## src/rtl/core/accel_tilt_angle_defines.svh

```systemverilog
// Assertion macros used by the tilt angle top level.
`ifndef ACCEL_TILT_ANGLE_DEFINES_SVH
`define ACCEL_TILT_ANGLE_DEFINES_SVH

// Same-cycle implication, checked on clk and disabled during rst.
`define ATA_ASSERT_IMP(lbl, ante, cons) \
  lbl: assert property (@(posedge clk) disable iff (rst) (ante) |-> (cons)) \
    else $error("tilt angle assertion failed");

// Next-cycle implication, checked on clk and disabled during rst.
`define ATA_ASSERT_NEXT(lbl, ante, cons) \
  lbl: assert property (@(posedge clk) disable iff (rst) (ante) |=> (cons)) \
    else $error("tilt angle assertion failed");

`endif

```

## src/rtl/core/ata_pkg.sv

```systemverilog
package ata_pkg;

  // Field widths.
  localparam int IN_W  = 16;
  localparam int OUT_W = 15;

  // Square root chain: remainder and partial root width, cell count, result width.
  localparam int SQ_W       = 49;
  localparam int SQRT_CELLS = 24;
  localparam int MAG_W      = 24;

  // CORDIC datapath widths and angle fraction bits.
  localparam int CW        = 28;
  localparam int ZW        = 28;
  localparam int ZFRAC     = 20;
  localparam int TABLE_LEN = 24;

  // Defaults for the top level parameters.
  localparam int CORDIC_STAGES_DEF   = 16;
  localparam int ANGLE_FRAC_BITS_DEF = 7;

  // Axis select register codes: roll puts y over the magnitude, pitch puts x.
  typedef enum logic {
    AXIS_ROLL  = 1'b0,
    AXIS_PITCH = 1'b1
  } axis_t;

  // Data carried down the square root chain.
  typedef struct packed {
    logic            valid;
    logic [IN_W-1:0] num;
    logic [SQ_W-1:0] rem;
    logic [SQ_W-1:0] root;
  } sq_t;

  // Data carried down the CORDIC chain.
  typedef struct packed {
    logic          valid;
    logic          zero;
    logic [CW-1:0] x;
    logic [CW-1:0] y;
    logic [ZW-1:0] z;
  } cordic_t;

  // Arctangent of 2^-idx in degrees, with ZFRAC fraction bits.
  function automatic logic [ZW-1:0] atan_deg(input int idx);
    logic [ZW-1:0] val;
    unique case (idx)
      0:       val = ZW'(47185920);
      1:       val = ZW'(27855475);
      2:       val = ZW'(14718068);
      3:       val = ZW'(7471121);
      4:       val = ZW'(3750058);
      5:       val = ZW'(1876857);
      6:       val = ZW'(938658);
      7:       val = ZW'(469357);
      8:       val = ZW'(234682);
      9:       val = ZW'(117342);
      10:      val = ZW'(58671);
      11:      val = ZW'(29335);
      12:      val = ZW'(14668);
      13:      val = ZW'(7334);
      14:      val = ZW'(3667);
      15:      val = ZW'(1833);
      16:      val = ZW'(917);
      17:      val = ZW'(458);
      18:      val = ZW'(229);
      19:      val = ZW'(115);
      20:      val = ZW'(57);
      21:      val = ZW'(29);
      22:      val = ZW'(14);
      23:      val = ZW'(7);
      default: val = '0;
    endcase
    return val;
  endfunction

endpackage

```

## src/rtl/core/ata_sqrt_cell.sv

```systemverilog
module ata_sqrt_cell #(
  parameter int BIT_POS = 0
) (
  input  logic        clk,
  input  logic        rst,
  input  logic        en,
  input  ata_pkg::sq_t cell_in,
  output ata_pkg::sq_t cell_out
);

  localparam logic [ata_pkg::SQ_W-1:0] BIT = ata_pkg::SQ_W'(1) << BIT_POS;

  logic [ata_pkg::SQ_W:0] trial;
  logic                   take;
  ata_pkg::sq_t           cell_next;

  // One digit of the restoring square root: try root plus the current bit.
  always_comb begin
    trial     = {1'b0, cell_in.root} + {1'b0, BIT};
    take      = ({1'b0, cell_in.rem} >= trial);
    cell_next = cell_in;
    if (take) begin
      cell_next.rem  = cell_in.rem - trial[ata_pkg::SQ_W-1:0];
      cell_next.root = (cell_in.root >> 1) + BIT;
    end else begin
      cell_next.root = cell_in.root >> 1;
    end
  end

  // Hand the result to the next cell when the pipeline moves.
  always_ff @(posedge clk) begin
    if (rst) begin
      cell_out.valid <= 1'b0;
    end else if (en) begin
      cell_out <= cell_next;
    end
  end

endmodule

```

## config.mk

```make
export PLATFORM = sky130hd
export DESIGN_NAME = ata_sqrt_cell
export DESIGN_NICKNAME = d
export VERILOG_FILES = /design/src/rtl/core/accel_tilt_angle_defines.svh /design/src/rtl/core/ata_pkg.sv /design/src/rtl/core/ata_sqrt_cell.sv
export SDC_FILE = /design/constraint.sdc
export NUM_CORES = 1
export LEC_CHECK = 0
export BUFFER_PORTS_ARGS = -buffer_cell sky130_fd_sc_hd__buf_2
export CORE_MARGIN = 2
export CORE_UTILIZATION = 50
export CTS_BUF_LIST = sky130_fd_sc_hd__clkbuf_4 sky130_fd_sc_hd__clkbuf_8
export DETAILED_ROUTE_END_ITERATION = 8
export GPL_TIMING_DRIVEN = 0
export HOLD_SLACK_MARGIN = 0.08
export PLACE_DENSITY = 0.8
export SLEW_MARGIN = 20
export SYNTH_ARGS = -nofsm -noshare
export SYNTH_HDL_FRONTEND = slang
export SYNTH_SLANG_ARGS = --single-unit
```

## constraint.sdc

```tcl
create_clock -name clk -period 6.6 [get_ports clk]
set_input_delay 1.32 -clock clk [delete_from_list [all_inputs] [get_ports clk]]
set_output_delay 1.32 -clock clk [all_outputs]
set_load 0.03 [all_outputs]
```

==> Word-level counts from Yosys, hierarchy flattened <==
Index checks and enable logic that the tools add are counted.
{ "word_totals": {"ff_bits": 115, "output_inout_bits": 115} }
{ "op_classes": {"addsub": 3, "magnitude_cmp": 1, "n_mux": 2, "bitwise_logic": 1, "reduce_logical": 1} }
{ "op_table": {"columns": ["cell", "n"], "rows": [
  ["$add 49x1->50 const B", 1],
  ["$ge 49x50->1", 1],
  ["$add 48x1->49 const B", 1],
  ["$mux 49", 1],
  ["$sub 49x49->49", 1],
  ["$mux 48", 1],
  ["$reduce_and 2->1", 1],
  ["$not 1->1", 1]
]} }

==> Logic depth before layout (Yosys ltp) <==
{ "depth": {"depth_word": 3, "ltp_mapped": 23, "ltp_nobuf": 21} }

==> Least setup slack after synthesis <==
No wires, ideal clock.
{ "synth_timing": {"path_type": "input-to-reg", "start": "input rst", "end": "register cell_out[0] in the netlist's numbering (enable)", "setup_ns": 0.604, "t_arrival_ns": 6.384, "t_required_ns": 5.996, "path_slack_ns": -0.388, "path_stages": 1, "path_buffers": 0, "path_cell_list": "nor2b_1"} }
{ "synth_via": {"elab_chain_cells": 2} }
{ "synth_rtl": {"columns": ["item", "line", "source"], "rows": [
  ["start: declaration", "ata_sqrt_cell.sv:5", "input logic rst,"],
  ["$not 1->1 (no line)", null, null],
  ["$reduce_and 2->1 (no line)", null, null],
  ["end signal: assignment", "ata_sqrt_cell.sv:35", "cell_out <= cell_next;"],
  ["end: declaration", "ata_sqrt_cell.sv:8", "output ata_pkg::sq_t cell_out"]
]} }
Every way passes these cells.
A chain may end at the register's enable or synchronous reset.

==> qor.yml <==
logic_synthesis:
  syn-num-nets: 1087
  synth_most_common_cell: "edfxtp_1"
  syn-cell-area_um2: 8550
  syn_area_per_cell_um2: 9.32
  synth_warnings: 0
  async_reset_ff_share_pct: 0
  synth_edf_count: 114
  ys_ff_latch: 115
  synth.top_cells.by_area: "edfxtp_1, xnor2_1, ha_1, xor2_1, a21oi_1"
  ys_seq_area_share_pct: 40.3
  ys_types: 60
  syn_inst: 917
  ys.flop_type: "edfxtp_1"
  synth_top_cells_by_count: "edfxtp_1, nand2_1, nor2_1"
  synth_top_area_cell: "edfxtp_1"
  yosysTopAreaCellShare_pct: 40.0
clock_tree:
  cts-hold-fix-buffers: 0
  insertion_delay_ns: 0.46
  clock_path_buffers: 2
  cts_tree: "built"
  cts_resized: 0
  cts.sinks: 115
  cts.htree.levels: 4
  cts.clk_slew.worst_paths_ns: 0.08
  post_cts.repair.setup_buffers: 0
  cts_root_buf: "clkbuf_8"
  cts_buffers: 17
pwr:
  p_int_mw: 1.54
  p_per_area_nw_per_um2: 224
  pwr-share-seq_pct: 38.1
  p_sw_uw: 812
  vdd_drop_max_uv: 160
  p_leak_nw: 4.28
  switching_share_pct: 34.5
  clockPowerShare_pct: 31.4
  p_comb_share_pct: 30.5
critical_path:
  r2r_slack_ns: 6.00
  arrival_ns: 6.45
  worst-path-max-fanout: 10
  end_kind: "register"
  r2r_cells: 2
  path_class: "input port to register"
  crit_required_ns: 6.78
  cp-start-kind: "input port"
finish:
  nFillCells: 1427
  fin_area_um2: 10500
  final_layout_size_suffix_gt1_share_pct: 25.3
  reg.largest.list: "cell_out: 115 flops"
  largest_reg_flops: 115
  fin_nets: 1333
  regMostFlops: "cell_out"
  area_delta_synth_final_pct: 22.8
global_route:
  grt.busiest_layer: "met2"
  overflow: 0
  gr-usage-met2_pct: 45.4
  grt_pass1_vias: 7410
  use_met1_pct: 41.9
  antenna_found_initial: 2
  gr-usage-met3_pct: 5.63
  grt_use_total_pct: 29.5
  grt_max_degree: 31
  grt_pass1_wl_um: 40600
placement:
  portBuffers: 223
  postPlaceCellArea_um2: 10000
  dp_hpwl_um: 21100
  routabilityCongestion: 0.967
drt:
  wl_per_cell_um: 19.3
  wl_um: 26900
  route.detailed.drc: 0
  vias: 8101
  drt-initial-drc-count: 1000
  ant_nets: 0
  routed_via_density: 5.80
  first_pass_iters: 7
timing:
  finalSetupViolCount: 0
  fin_crit_sh_pct: 94.9
  max_freq_mhz: 160
  rsz0062_at_grt: "false"
  slew_headroom_pct: 54.1
  worstMarginPinSlew_ns: 0.686
  hold_viol: 0
  fin_skew_ns: 0
  drv_slew: 0
  tns_ns: 0
  finalCriticalPeriod_ns: 6.27
hold_path:
  hp-class: "register to register"
  hold-path-cell-count: 2
flow_run:
  cap_violations: 0
die:
  die_w_um: 135
  die_area_um2: 18200
  num_rows: 47
  die_h_um: 135
  initial_core_util_pct: 51.4
  num_io_pins: 233
  core_area_um2: 16600
run_status:
  status: "finished, final reports clean"
[cell families after synthesis]
family | Yosys count | share of synthesized area (%)
and+or+nand+nor | 352 | 20.4
AOI/OAI and AO/OA | 196 | 13.8
xor gates and xnor gates | 136 | 13.9
DFF | 115 | 40.3
buffers and inverters | 64 | 3.64
adders and majority gates | 52 | 7.70
muxes | 2 | 0.234
[worst paths after layout]
path,end,start
worst min register to register,cell_out[114]$_SDFFE_PP0P_,cell_out[114]$_SDFFE_PP0P_
worst min-delay path,cell_out[114]$_SDFFE_PP0P_,cell_out[114]$_SDFFE_PP0P_
worst max register to register,cell_out[114]$_SDFFE_PP0P_,cell_out[114]$_SDFFE_PP0P_
worst max-delay path,cell_out[67]$_DFFE_PP_,cell_in[1]
[layout by cell type (no fill, tap or decap), drive strengths merged, types with 5 or more instances in the layout]
cell,n
buf,248
edfxtp,114
nand2,94
nor2,82
a21oi,81
xnor2,75
xor2,61
ha,51
nand3,48
o21ai,44
nand4,34
clkbuf,32
inv,31
and3,27
nor3,27
a21o,15
o21bai,12
and2,8
nor4,7
o31ai,6
a31oi,6
o21a,6
nor2b,6
and4,5
nand2b,5
clkinv,5
[metal layers]
metal | wire length [um] | up-vias
li1 | - | 3857
met1 | 11500 | 3754
met2 | 12200 | 443
met3 | 2570 | 47
met4 | 660 | 0
met5 | 0 | -
[power by group through the flow]
stage	sequential (mW)	combinational, mW	clock, mW
detailed placement	0.912	0.701	0
floorplan	1.04	0.354	0
CTS	0.897	0.707	0.744
global route	0.902	0.772	0.772
global placement	0.916	0.686	0
finish	0.896	0.716	0.739
[through the flow]
step           instances  hold slack (ns)  setup slack [ns]  total power [mW]  utilization [%]
2_1_floorplan        917            0.630              1.05              1.39                -
3_3_place_gp        1360            0.469            -0.117              1.60             59.8
3_5_place_dp        1364            0.514            -0.262              1.61             60.4
4_1_cts             1396            0.532             0.180              2.35             63.0
5_1_grt             1397            0.550           0.00166              2.45             63.1
6_report            1397            0.521             0.335              2.35             63.1
[critical path, stage by stage]
cell and delay [ns]:
buf_2 0.17, ha_1 0.25, nand2_1 0.11, nor3_2 0.37
clkbuf_2 0.32, nand3_1 0.24, nor2_1 0.21, xnor2_1 0.15
ha_1 0.25, clkbuf_1 0.19, a21oi_2 0.27, o21ai_0 0.27
o31ai_1 0.14, o21ai_0 0.13, a41oi_1 0.34, nand2_1 0.21
a211o_1 0.38, a21oi_2 0.32, buf_4 0.25, buf_2 0.33
o21ai_0 0.19
[cell type report]
cell class / count / area (um^2) / area share [%]
antenna: 1 / 2.50 / 0.0238
buffer: 36 / 210 / 2.00
clock buffer: 17 / 234 / 2.23
clock inverter: 15 / 205 / 1.95
inverter: 28 / 105 / 1.00
multi-input combinational: 738 / 4810 / 45.8
sequential: 115 / 3440 / 32.8
tap: 220 / 275 / 2.62
timing repair buffer: 227 / 1210 / 11.5
(Power assumes the default switching activity.)
