File: src/rtl/core/accel_tilt_angle_defines.svh
// Assertion macros used by the tilt angle top level.
`ifndef ACCEL_TILT_ANGLE_DEFINES_SVH
`define ACCEL_TILT_ANGLE_DEFINES_SVH

// Same-cycle implication, checked on clk and disabled during rst.
`define ATA_ASSERT_IMP(lbl, ante, cons) \
  lbl: assert property (@(posedge clk) disable iff (rst) (ante) |-> (cons)) \
    else $error("tilt angle assertion failed");

// Next-cycle implication, checked on clk and disabled during rst.
`define ATA_ASSERT_NEXT(lbl, ante, cons) \
  lbl: assert property (@(posedge clk) disable iff (rst) (ante) |=> (cons)) \
    else $error("tilt angle assertion failed");

`endif

File: src/rtl/core/ata_pkg.sv
package ata_pkg;

  // Field widths.
  localparam int IN_W  = 16;
  localparam int OUT_W = 15;

  // Square root chain: remainder and partial root width, cell count, result width.
  localparam int SQ_W       = 49;
  localparam int SQRT_CELLS = 24;
  localparam int MAG_W      = 24;

  // CORDIC datapath widths and angle fraction bits.
  localparam int CW        = 28;
  localparam int ZW        = 28;
  localparam int ZFRAC     = 20;
  localparam int TABLE_LEN = 24;

  // Defaults for the top level parameters.
  localparam int CORDIC_STAGES_DEF   = 16;
  localparam int ANGLE_FRAC_BITS_DEF = 7;

  // Axis select register codes: roll puts y over the magnitude, pitch puts x.
  typedef enum logic {
    AXIS_ROLL  = 1'b0,
    AXIS_PITCH = 1'b1
  } axis_t;

  // Data carried down the square root chain.
  typedef struct packed {
    logic            valid;
    logic [IN_W-1:0] num;
    logic [SQ_W-1:0] rem;
    logic [SQ_W-1:0] root;
  } sq_t;

  // Data carried down the CORDIC chain.
  typedef struct packed {
    logic          valid;
    logic          zero;
    logic [CW-1:0] x;
    logic [CW-1:0] y;
    logic [ZW-1:0] z;
  } cordic_t;

  // Arctangent of 2^-idx in degrees, with ZFRAC fraction bits.
  function automatic logic [ZW-1:0] atan_deg(input int idx);
    logic [ZW-1:0] val;
    unique case (idx)
      0:       val = ZW'(47185920);
      1:       val = ZW'(27855475);
      2:       val = ZW'(14718068);
      3:       val = ZW'(7471121);
      4:       val = ZW'(3750058);
      5:       val = ZW'(1876857);
      6:       val = ZW'(938658);
      7:       val = ZW'(469357);
      8:       val = ZW'(234682);
      9:       val = ZW'(117342);
      10:      val = ZW'(58671);
      11:      val = ZW'(29335);
      12:      val = ZW'(14668);
      13:      val = ZW'(7334);
      14:      val = ZW'(3667);
      15:      val = ZW'(1833);
      16:      val = ZW'(917);
      17:      val = ZW'(458);
      18:      val = ZW'(229);
      19:      val = ZW'(115);
      20:      val = ZW'(57);
      21:      val = ZW'(29);
      22:      val = ZW'(14);
      23:      val = ZW'(7);
      default: val = '0;
    endcase
    return val;
  endfunction

endpackage

File: src/rtl/core/ata_cordic_cell.sv
module ata_cordic_cell #(
  parameter int SHIFT = 0
) (
  input  logic            clk,
  input  logic            rst,
  input  logic            en,
  input  ata_pkg::cordic_t cell_in,
  output ata_pkg::cordic_t cell_out
);

  localparam logic [ata_pkg::ZW-1:0] ANGLE = ata_pkg::atan_deg(SHIFT);

  logic [ata_pkg::CW-1:0] x_shr;
  logic [ata_pkg::CW-1:0] y_shr;
  ata_pkg::cordic_t       cell_next;

  // One vectoring rotation: drive y toward zero, accumulate the angle.
  always_comb begin
    x_shr     = ata_pkg::CW'($signed(cell_in.x) >>> SHIFT);
    y_shr     = ata_pkg::CW'($signed(cell_in.y) >>> SHIFT);
    cell_next = cell_in;
    if (!cell_in.y[ata_pkg::CW-1]) begin
      cell_next.x = cell_in.x + y_shr;
      cell_next.y = cell_in.y - x_shr;
      cell_next.z = cell_in.z + ANGLE;
    end else begin
      cell_next.x = cell_in.x - y_shr;
      cell_next.y = cell_in.y + x_shr;
      cell_next.z = cell_in.z - ANGLE;
    end
  end

  // Hand the result to the next cell when the pipeline moves.
  always_ff @(posedge clk) begin
    if (rst) begin
      cell_out.valid <= 1'b0;
    end else if (en) begin
      cell_out <= cell_next;
    end
  end

endmodule

File: config.mk
export PLATFORM = sky130hd
export DESIGN_NAME = ata_cordic_cell
export DESIGN_NICKNAME = d
export VERILOG_FILES = /design/src/rtl/core/accel_tilt_angle_defines.svh /design/src/rtl/core/ata_pkg.sv /design/src/rtl/core/ata_cordic_cell.sv
export SDC_FILE = /design/constraint.sdc
export NUM_CORES = 1
export LEC_CHECK = 0
export ABC_AREA = 1
export BUFFER_PORTS_ARGS = -buffer_cell sky130_fd_sc_hd__buf_2
export CAP_MARGIN = 15
export CORE_ASPECT_RATIO = 1.4
export CORE_MARGIN = 2
export CORE_UTILIZATION = 30
export DETAILED_ROUTE_END_ITERATION = 8
export GPL_ROUTABILITY_DRIVEN = 0
export PLACE_DENSITY = 0.56
export RECOVER_POWER = 100
export SLEW_MARGIN = 15
export SYNTH_ARGS = -nofsm -noshare
export SYNTH_HDL_FRONTEND = slang
export SYNTH_SLANG_ARGS = --single-unit
File: constraint.sdc
create_clock -name clk -period 7.02 [get_ports clk]
set_clock_uncertainty 0.1 [all_clocks]
set_input_delay 1.053 -clock clk [delete_from_list [all_inputs] [get_ports clk]]
set_output_delay 1.053 -clock clk [all_outputs]
set_load 0.03 [all_outputs]
-- After elaboration in Yosys (flattened, before gate mapping)
Cells that the tools add are included.
- bits in registers: 86
- RAM bits: 0
- memories: 0
- input bits: 89
- word-level logic and storage cells: 13
- bits in read-only memories: 0
- latch bits: 0
- reduce and logical (&&, ||, !) cells: 1
- bitwise operators: 1
- add/subtract/negate cells: 5
- eq/ne operators: 0
- order comparisons: 0
- divide/modulo/power cells: 0
- shift operators: 0
- multiplexer cells: 1
- $mul: 0
- operators by type and width (kind ; number):
    $mux W84 ; 1
    $sub A28 B28 Y28 ; 2
    $add A28 B26 Y28 const B ; 1
    $add A28 B28 Y28 ; 1
    $sub A28 B26 Y28 const B ; 1
    $reduce_and A2 Y1 ; 1
    $not A1 Y1 ; 1

-- Depth between registers and ports, before layout
- word-level depth: 2
- depth in mapped cells: 15
- gate-level depth less buffers: 14

-- Least setup slack after synthesis
Ideal clock, no wire load.
- path kind: in2reg
- start point: input port en
- end point: register cell_out[0] (netlist bit) (enable)
- path slack: 1.757 ns
- cell stages on the path: 2
- buffers on the path: 0
- required time: 6.390 ns
- data arrival time: 4.634 ns
- path through: inv_1 -> nor2_1
- longest elaborated chain between the ends: 1
- ends and longest elaborated chain (what ; line ; RTL):
    start: declaration ; ata_cordic_cell.sv:6 ; input logic en,
    $reduce_and A2 Y1 (no source line) ; n/a ;
    end signal: assignment ; ata_cordic_cell.sv:38 ; cell_out <= cell_next;
    end: declaration ; ata_cordic_cell.sv:8 ; output ata_pkg::cordic_t cell_out
No other way between the ends.
A chain may end at the register's enable or synchronous reset.

==> results.py <==
metrics = {
    "global_route": {
        "grt_pass1_wl_um": 47500,
        "grt_max_degree": 61,
        "grt_overflow_total": 0,
        "grtUsageTotal": 0.187,
        "antenna_found_initial": 0,
        "grt_pass1_vias": 9157,
    },
    "pwr": {
        "p_per_area_nw_per_um2": 176,
        "p_leak_nw": 5.62,
        "ir_worst_vdd_uv": 122,
    },
    "clocking": {
        "clkTransAtPathRegs_ns": 0.07,
        "cts_tree": "yes",
        "cts_resized": 0,
        "clk_path_buf_depth": 2,
        "insertion_delay_ns": 0.36,
        "htree_levels": 3,
        "cts_setup_buffers": 0,
        "hold_buffers": 0,
        "clkSinkCount": 85,
        "root_buffer": "clkbuf_16",
        "numCtsBuffers": 9,
    },
    "placed_design": {
        "dp.cells": 1977,
        "pre_cts_slack_ns": 3.26,
        "io_buffers": 174,
        "hpwlAfterDp_um": 25900,
    },
    "drt": {
        "viasPerCell": 4.78,
        "wl_per_cell_um": 15.6,
        "firstDrtPassIters": 6,
        "vias": 9521,
        "drc_errors": 0,
        "ant_nets": 0,
        "wl_um": 31100,
        "dr.first_iter.drc_count": 677,
    },
    "min_path": {
        "hp-class": "register to register",
    },
    "die": {
        "initial_utilization": 0.305,
        "num_rows": 76,
        "core_area_um2": 30900,
        "die-width_um": 154,
        "io_pins": 175,
        "die_y_um": 214,
        "dieArea_um2": 32900,
    },
    "layout": {
        "top_regs": "cell_out x85",
        "largest_reg_flops": 85,
        "regMostFlops": "cell_out",
        "drive_gt1_frac": 0.0954,
        "area_delta_synth_final_pct": 14.1,
        "fin_nets": 1787,
        "num_antenna_cells": 0,
        "fin_cells": 1993,
        "n_fill_cell": 3403,
    },
    "sta": {
        "tightest_slew_ns": 3.08,
        "holdWs_ns": 0.362,
        "rsz0062_at_grt": "no",
        "setup_viol": 0,
        "slew_violations": 97,
        "tns_ns": 0,
        "fmax_mhz": 202,
        "setup_slack_ns": 2.07,
        "finalHoldViolCount": 0,
        "slew_headroom": -1.06,
        "period_share": 0.705,
        "fin_crit_ns": 4.95,
    },
    "synth": {
        "synth.distinct_cells": 35,
        "synth_seq_area_share": 0.269,
        "avgSynthCellArea_um2": 6.53,
        "syn_nets": 1635,
        "synthesis.area_um2": 9440,
        "yosysWarnings": 0,
        "syn_inst": 1446,
        "ys_ff_latch": 85,
    },
    "worst_setup_path": {
        "worstSetupEndpointType": "register",
        "r2r_slack_ns": 6.37,
        "worstReg2RegEnd": "cell_out[85]$_SDFFE_PP0P_",
        "cp.required_ns": 7.03,
        "reg2reg_depth": 2,
        "critPathLaunchType": "input port",
        "worstSetupPathType": "input port to register",
        "rr_startpoint": "cell_out[85]$_SDFFE_PP0P_",
        "crit_end": "cell_out[27]$_DFFE_PP_",
        "crit_path_start": "cell_in[55]",
        "path_max_fanout": 60,
        "crit_arrival_ns": 4.96,
    },
    "outcome": {
        "outcome": "finished, violations left",
        "violations": "capacitance limit, slew limit",
    },
    "run": {
        "drv_cap": 2,
    },
}
kinds of logic (layout without fill, tap and decap cells):
kind of cell	count (synthesis)	count (layout)	share of synthesized area
flip-flops	85	85	0.269
adder cells (fa/ha/maj)	100	100	0.136
XOR/XNOR	22	22	0.0204
AO/OA/AOI/OAI	158	158	0.0952
AND/OR/NAND/NOR	763	763	0.342
buffers and inverters	318	475	0.138
worst max-delay path, cell delays in order:
cell and delay, ns:
buf_2 0.08, clkbuf_1 2.15, inv_2 -0.05, buf_4 0.42
ha_1 0.43, a21oi_1 0.18, nand2_1 0.10, a21oi_1 0.20
o21ai_0 0.11, nand2_1 0.06, nand2_1 0.06, xnor2_1 0.12
cells in the final DEF, fill, tap and decap left out, types with 2 or more instances in the layout:
cell,netlist,routed
nand2_1,480,480
inv_1,275,275
nand3_1,129,129
ha_1,96,96
nor2_1,92,92
clkbuf_1,7,89
buf_2,7,86
edfxtp_1,84,84
a21oi_1,68,68
o21ai_0,42,48
nand4_1,24,24
xor2_1,19,19
o21bai_1,18,18
nor2_2,15,15
nand2_2,9,9
clkbuf_16,0,9
o22ai_1,8,8
inv_2,7,7
nor2_4,6,6
a21oi_2,6,6
fa_1,4,4
xnor2_1,3,3
o21ai_1,9,3
nand3_2,3,3
a31oi_1,3,3
inv_6,0,3
o21bai_2,2,2
nor3_1,2,2
Yosys cell counts, drive strengths merged:
| library cell | number | area, um2 |
|---|---|---|
| edfxtp | 84 | 2520 |
| xor2 | 19 | 166 |
| xnor2 | 3 | 26.3 |
| nand3 | 132 | 676 |
| a31oi | 3 | 18.8 |
| a21o | 1 | 7.51 |
| nor2 | 113 | 507 |
| ha | 96 | 1200 |
| clkbuf | 7 | 26.3 |
| nor3 | 3 | 20.0 |
| fa | 4 | 80.1 |
| nand2 | 489 | 1860 |
| and2 | 1 | 6.26 |
| dfxtp | 1 | 20.0 |
| a21oi | 75 | 409 |
| buf | 29 | 215 |
| o21bai | 20 | 158 |
| nand4 | 24 | 150 |
| o21ai | 51 | 255 |
| nand3b | 1 | 7.51 |
| o22ai | 8 | 50.1 |
| inv | 282 | 1060 |
power breakdown:
part | internal, W | switching [W] | leakage, nW | total, W
clock network | 0.000281 | 0.000222 | 0.150 | 0.000504
logic | 0.000213 | 0.000546 | 4.68 | 0.000758
registers | 0.000623 | 0.0000118 | 0.792 | 0.000635
how the worst min path moves through the flow:
stage,startpoint,end,slack [ns],cells past startpoint
floorplan,cell_out[85]$_SDFFE_PP0P_,cell_out[85]$_SDFFE_PP0P_,0.48,2
global placement,cell_out[85]$_SDFFE_PP0P_,cell_out[85]$_SDFFE_PP0P_,0.34,2
detailed placement,cell_out[85]$_SDFFE_PP0P_,cell_out[85]$_SDFFE_PP0P_,0.35,2
CTS,cell_out[85]$_SDFFE_PP0P_,cell_out[85]$_SDFFE_PP0P_,0.36,2
global route,cell_out[85]$_SDFFE_PP0P_,cell_out[85]$_SDFFE_PP0P_,0.39,2
finish,cell_out[85]$_SDFFE_PP0P_,cell_out[85]$_SDFFE_PP0P_,0.36,2
metrics by stage:
stage           util  cell area [um2]  total power (W)
3_5_place_dp   0.343            10600          0.00141
3_3_place_gp   0.343            10600          0.00140
5_1_grt        0.348            10800          0.00201
6_report       0.348            10800          0.00190
2_1_floorplan      -             9440          0.00119
4_1_cts        0.352            10900          0.00192
routing by layer:
metal | up-vias | wire length, um | track usage | part of all wire
met5 | - | 0 | 0 | 0
met4 | 0 | 1450 | 0.0967 | 0.047
met3 | 73 | 1530 | 0.0261 | 0.049
met2 | 326 | 16100 | 0.356 | 0.52
met1 | 4285 | 12000 | 0.200 | 0.39
li1 | 4837 | - | - | -
cell type report:
class | instances | area (um2) | area share
multi-input cells | 1043 | 5600 | 0.520
flip-flops and latches | 85 | 2540 | 0.236
inverters | 282 | 1060 | 0.0983
repair buffers | 177 | 777 | 0.0722
well taps | 390 | 488 | 0.0453
clock buffers | 9 | 225 | 0.0209
clock inverters | 7 | 80.1 | 0.00744
Power figures use the tool's default switching activity.
